`src/swm_pkg.sv`:
```
// Shared constants and types for the sliding-window median filter.
// No dependencies; every other file of the block refers to this package.
package swm_pkg;

    localparam int WINDOW_MAX_DEF   = 64;
    localparam int SAMPLE_WIDTH_DEF = 16;
    localparam int CFG_WIDTH        = 7;

    localparam logic [CFG_WIDTH-1:0] WINDOW_SIZE_RESET = 7'd3;

    // Per-beat control broadcast to every cell of the sorted row.
    typedef struct packed {
        logic en;     // a sample beat is taken this cycle
        logic flush;  // empty the row before this sample is inserted
        logic full;   // window full: drop the oldest sample while inserting
        logic clear;  // window size rewritten: empty the row now
    } t_cell_ctl;

endpackage

```
`src/swm_cell.sv`:
```
// One cell of the sorted window row: holds one sample and its valid bit.
// Uses swm_pkg::t_cell_ctl; talks only to the cells directly above and below.
module swm_cell #(
    parameter int SAMPLE_WIDTH = swm_pkg::SAMPLE_WIDTH_DEF
) (
    input  logic                    i_clk,
    input  logic                    i_rst_n,
    input  swm_pkg::t_cell_ctl      i_ctl,
    input  logic [SAMPLE_WIDTH-1:0] i_sample,
    input  logic [SAMPLE_WIDTH-1:0] i_old,
    input  logic [SAMPLE_WIDTH-1:0] i_up_val,
    input  logic                    i_up_vld,
    input  logic [SAMPLE_WIDTH-1:0] i_lo_val,
    input  logic                    i_lo_vld,
    input  logic                    i_lo_gt,
    output logic [SAMPLE_WIDTH-1:0] o_val,
    output logic                    o_vld,
    output logic [SAMPLE_WIDTH-1:0] o_a_val,
    output logic                    o_a_vld,
    output logic                    o_gt
);

    logic [SAMPLE_WIDTH-1:0] r_val;
    logic                    r_vld;
    logic [SAMPLE_WIDTH-1:0] n_val;
    logic                    n_vld;
    logic                    vld;
    logic                    ge;

    assign vld   = r_vld & ~i_ctl.flush;
    assign o_val = r_val;
    assign o_vld = vld;

    // Close the gap left by the dropped sample, then compare with the new one.
    assign ge      = i_ctl.full & vld & (r_val >= i_old);
    assign o_a_val = ge ? i_up_val : r_val;
    assign o_a_vld = ge ? i_up_vld : vld;
    assign o_gt    = ~o_a_vld | (o_a_val > i_sample);

    always_comb begin
        if (!o_gt) begin
            n_val = o_a_val;
            n_vld = o_a_vld;
        end else if (i_lo_gt) begin
            n_val = i_lo_val;
            n_vld = i_lo_vld;
        end else begin
            n_val = i_sample;
            n_vld = 1'b1;
        end
    end

    always_ff @(posedge i_clk) begin
        if (!i_rst_n || i_ctl.clear) begin
            r_vld <= 1'b0;
        end else if (i_ctl.en) begin
            r_vld <= n_vld;
        end
    end

    always_ff @(posedge i_clk) begin
        if (i_ctl.en) begin
            r_val <= n_val;
        end
    end

endmodule

```
`config.mk`:
```
export PLATFORM = sky130hd
export DESIGN_NAME = swm_cell
export DESIGN_NICKNAME = d
export VERILOG_FILES = /design/src/swm_pkg.sv /design/src/swm_cell.sv
export SDC_FILE = /design/constraint.sdc
export NUM_CORES = 1
export LEC_CHECK = 0
export ABC_AREA = 1
export BUFFER_PORTS_ARGS = -buffer_cell sky130_fd_sc_hd__clkbuf_2
export CORE_MARGIN = 3
export CORE_UTILIZATION = 44
export CTS_CLUSTER_DIAMETER = 200
export DETAILED_ROUTE_END_ITERATION = 10
export PLACE_DENSITY = 0.82
export SYNTH_ARGS = -nofsm -noshare
export SYNTH_HDL_FRONTEND = slang
export SYNTH_SLANG_ARGS = --single-unit
```
`constraint.sdc`:
```
create_clock -name i_clk -period 4.7 [get_ports i_clk]
set_input_delay 0.705 -clock i_clk [delete_from_list [all_inputs] [get_ports i_clk]]
set_output_delay 0.705 -clock i_clk [all_outputs]
set_load 0.005 [all_outputs]
```
==> Yosys cells after proc, flatten, opt, wreduce, memory -nomap -nowiden <==
Index checks and enable logic that the tools add are counted.
{ "op_classes": {"n_lt_le_gt_ge": 2, "bitwise_logic": 6, "mux": 6, "reduce_logical": 2} }
{ "op_table": {"columns": ["op", "count"], "rows": [
  ["$mux W16", 3],
  ["$ge A16 B16 Y1", 1],
  ["$gt A16 B16 Y1", 1],
  ["$and A1 B1 Y1", 3],
  ["$mux W1", 3],
  ["$not A1 Y1", 2],
  ["$logic_not A1 Y1", 1],
  ["$logic_or A1 B1 Y1", 1],
  ["$or A1 B1 Y1", 1]
]} }
{ "totals": {"word_cells": 18, "in_bits": 73, "regBits": 17, "out_inout_bits": 35} }

==> Longest topological paths before layout <==
{ "depth": {"word_depth": 8, "ltp_mapped": 29, "ltp_nobuf": 27} }

==> Least setup slack after synthesis <==
OpenSTA, ideal clock, no wires.
{ "synth_path": {"kind": "input -> output", "start": "in i_old[3]", "end": "out o_gt", "n_path_buf": 2, "path_slack_ps": 958, "path_stages": 25, "arrival_time_ps": 3037, "t_required_ps": 3995, "cell_sequence": "inv_1 -> ha_1 -> nand2_1 -> nor2_1 -> nor2_1 -> nand2_1 -> nand2_1 -> nand2_1 -> nand2_2 -> nand2_4 -> nand2_4 -> buf_6 -> nand2_2 -> nand2_2 -> ha_1 -> nand2_1 -> inv_1 -> nor2_1 -> o21a_1 -> nand2_1 -> nand2_1 -> nand2_1 -> nand2_2 -> nand3_4 -> buf_6"} }
{ "synth_via": {"elab_chain_len": 5, "word_cells_on_any_way": 7, "cone_classes": "2 x order compare; 2 x mux; 3 x bitwise"} }
{ "synth_lines": {"columns": ["element", "line", "rtl"], "rows": [
  ["start: declaration", "swm_cell.sv:10", "input logic [SAMPLE_WIDTH-1:0] i_old,"],
  ["$ge A16 B16 Y1", "swm_cell.sv:35", "assign ge = i_ctl.full & vld & (r_val >= i_old);"],
  ["$and A1 B1 Y1", "swm_cell.sv:35", null],
  ["$mux W16", "swm_cell.sv:36", "assign o_a_val = ge ? i_up_val : r_val;"],
  ["net o_a_val[7]", "swm_cell.sv:18", "output logic [SAMPLE_WIDTH-1:0] o_a_val,"],
  ["$gt A16 B16 Y1", "swm_cell.sv:38", "assign o_gt = ~o_a_vld | (o_a_val > i_sample);"],
  ["$or A1 B1 Y1", "swm_cell.sv:38", null],
  ["end: declaration", "swm_cell.sv:20", "output logic o_gt"]
]} }
The timed path passes the listed nets, and every way through them passes these cells.

==> Final worst setup path <==
{ "layout_path": {"start": "in i_old[11]", "end": "out o_gt"} }
{ "layout_via": {"elab_chain_len": 5, "word_cells_on_any_way": 7, "cone_classes": "2 x order compare; 2 x mux; 3 x bitwise"} }
{ "layout_lines": {"columns": ["element", "line"], "rows": [
  ["$ge A16 B16 Y1 *", "swm_cell.sv:35"],
  ["$and A1 B1 Y1 *", "swm_cell.sv:35"],
  ["$mux W16 or $mux W1 (tied branches)", "swm_cell.sv:36, swm_cell.sv:37"],
  ["$gt A16 B16 Y1 or $not A1 Y1 (tied branches)", "swm_cell.sv:38"],
  ["$or A1 B1 Y1 *", "swm_cell.sv:38"]
]} }
Every way passes the cells marked *; elsewhere a longest branch is shown, timed or not.

==> flow_summary_export.csv <==
group,metric,value,unit
run_status,outcome,"finished clean",
detailed_routing,drc,0,
grt,grt_max_degree,33,
power,vdd_ir_drop_max,0.0898,mV
yosys,ys_seq_area_share,22.8,%
grt,grt_pass1_wl,9.52,mm
layout,drive_above_1_share,37.9,%
floorplanning,dieArea,5870,µm²
worst_setup_path,path_class,"in2out",
yosys,synthTopCellsByArea,"edfxtp_1, ha_1, nand2_1",
timing,setup_violations,0,
yosys,synth_edf_count,16,
timing,tns,0,ns
timing,grt_setup_unrepaired,"false",
clock_network,htreeDepth,1,
yosys,synth-xor-area-share,0,%
clock_network,cts_made_buffers,3,
yosys,ys_warn_count,0,
floorplanning,start_util,46.1,%
yosys,synth_compound_gate_area_share,9.25,%
floorplanning,die_x,76.6,µm
floorplanning,die_h,76.6,µm
timing,relSlewSlack,64.6,%
job,maxCapViolCount,0,
detailed_routing,antenna_left,0,
placement,dpl_cell_area,2750,µm²
clock_network,clk_pin_slew,0.06,ns
grt,grt_pass1_vias,2196,
yosys,synth_mux_area_share,0.514,%
clock_network,cts_root_buf,"clkbuf_8",
detailed_routing,viasPerCell,4.80,
yosys,synth_area,2190,µm²
timing,period_needed,4.18,ns
floorplanning,coreArea,4750,µm²
yosys,synth-adder-area-share,18.3,%
worst_setup_path,required,3.99,ns
timing,tightest_slew,0.528,ns
floorplanning,io_pins,108,
detailed_routing,firstDrtPassIters,4,
yosys,ys_seq_elements,17,
clock_network,cts_setup_buffers,0,
grt,overflow,0,
placement,dpl.hpwl,5.02,mm
detailed_routing,routedWlPerCell,11.9,µm
layout,nNetsFinal,515,
worst_setup_path,critPathMaxFanout,19,
layout,seq_area,500,µm²
yosys,avgSynthCellArea,7.19,µm²
grt,grt.total_usage,19.1,%
yosys,ys.flop_type,"edfxtp_1",
grt,grt_antenna_before_repair,0,
timing,fmax,239,MHz
yosys,synth_top_family_by_area,"simple AND/OR/NAND/NOR gates",
yosys,synth_top_cell_by_area,"edfxtp_1",
layout,area_growth,27.7,%
yosys,synth_top_area_share,21.9,%
timing,finalCritPeriodShare,88.9,%
clock_network,cts_tree,"built",
timing,setup_ws,0.523,ns
layout,multi_input_area,1460,µm²
detailed_routing,drtIter0Drc,132,
layout,design_area,2800,µm²
yosys,syn-num-nets,410,
layout,num-fill-cells,464,
clock_network,clk_latency,0.25,ns
yosys,yosys.cell_types.count,29,
worst_setup_path,worstSetupEndpointType,"output port",
placement,portBuffers,107,
clock_network,ctsHoldBuffers,0,
clock_network,cts_sinks,17,
yosys,synthSimpleGateAreaFrac,38.4,%
worst_setup_path,arrival,3.47,ns
yosys,ys_async_sr_fraction,0,%
timing,hold_violations,0,
timing,fin_skew,0.00234,ns
power,power_leakage,1.61,nW
layout,num_antenna_cells,0,
timing,finalMaxSlewViolations,0,
placement,gp_congestion,0.884,
timing,timing.hold.ws,0.595,ns
worst_setup_path,worst_setup_path_start_kind,"primary input",
worst_hold_path,hold_path_class,"reg2reg",
power,power_density,184,nW/µm²
yosys,synthCells,305,
detailed_routing,vias,2287,
placement,place_ws,0.565,ns
clock_network,cts_resized,0,
clock_network,cts_buffer_depth,2,
detailed_routing,wl,5.69,mm
floorplanning,placementRows,25,
## where the power goes
group | internal [mW] | switching [mW] | leakage, nW
logic | 0.0918 | 0.124 | 1.42
registers | 0.181 | 0.0108 | 0.167
clock network | 0.0587 | 0.0476 | 0.0255
total | 0.331 | 0.183 | 1.61
## cell families after synthesis
| group | Yosys count |
|---|---|
| compound gates | 37 |
| simple gates | 166 |
| flops | 17 |
| fa+ha+maj | 32 |
| buf+inv | 52 |
| mux | 1 |
## synth_stat cells (all sizes together) (2+ instances only)
cell      n
nand2   113
nand3    36
inv      42
nor2     12
nand4     3
clkbuf    3
a21oi    14
ha       32
edfxtp   16
o21a      2
buf       6
o21ai    19
## state kept, by name, indices dropped and copies added (netlist names)
register  cells
r_vld         1
o_val        16
## worst paths after layout
kind / startpoint / to / slack, ns / cells past startpoint
hold / removal: r_vld$_SDFFE_PP0P_ / r_vld$_SDFFE_PP0P_ / 0.59 / 2
setup / recovery: i_old[11] / o_gt / 0.52 / 21
setup reg to reg: o_val[11]$_DFFE_PP_ / o_val[15]$_DFFE_PP_ / 1.33 / 20
hold reg to reg: r_vld$_SDFFE_PP0P_ / r_vld$_SDFFE_PP0P_ / 0.59 / 2
## per-layer routing
metal  track usage [%]  part of all wire (%)  vias up
li1                  -                     -     1204
met1              23.9                    43     1010
met2              34.4                    52       61
met3              1.18                   4.0       12
met4              6.88                   1.9        0
met5                 0                     0        -
## metrics by stage
step	power [mW]	util, %	instances
2_1_floorplan	0.327	-	305
3_3_place_gp	0.405	57.9	472
3_5_place_dp	0.411	57.9	472
4_1_cts	0.517	58.9	476
5_1_grt	0.556	58.9	476
6_report	0.514	58.9	476
## cells in the final DEF, fill, tap and decap left out, drive strengths merged
master and n:
nor2 12, nand2 113, clkbuf 110, nor3 1, o21a 2, nand4 3, ha 32, mux2 1
o21bai 1, edfxtp 16, clkinv 2, inv 42, a21oi 14, nand3 36, o21ai 19, dfxtp 1
o211ai 1, buf 2, nor3b 1
## layout make-up
| type | count | area share [%] |
|---|---|---|
| Clock buffer | 3 | 1.48 |
| Timing Repair Buffer | 109 | 19.7 |
| Tap cell | 67 | 3.00 |
| Sequential cell | 17 | 17.9 |
| Clock inverter | 1 | 0.179 |
| Multi-Input combinational cell | 236 | 52.0 |
| Inverter | 43 | 5.77 |
## worst max-delay path, cell delays in order
cell and delay (ns):
clkbuf_2 0.07, inv_1 0.04, ha_1 0.32, a21oi_1 0.19
o21ai_1 0.12, a21oi_2 0.19, nand2_4 0.17, nand2_4 0.24
nand2_1 0.09, nand2_1 0.14, ha_1 0.27, nand2_1 0.09
o21bai_1 0.10, nand2_1 0.07, nand2_1 0.05, nand2_1 0.04
nand2_1 0.05, nand2_1 0.05, nand2_2 0.08, nand3_4 0.19
clkbuf_2 0.18
Power figures use the tool's default switching activity.
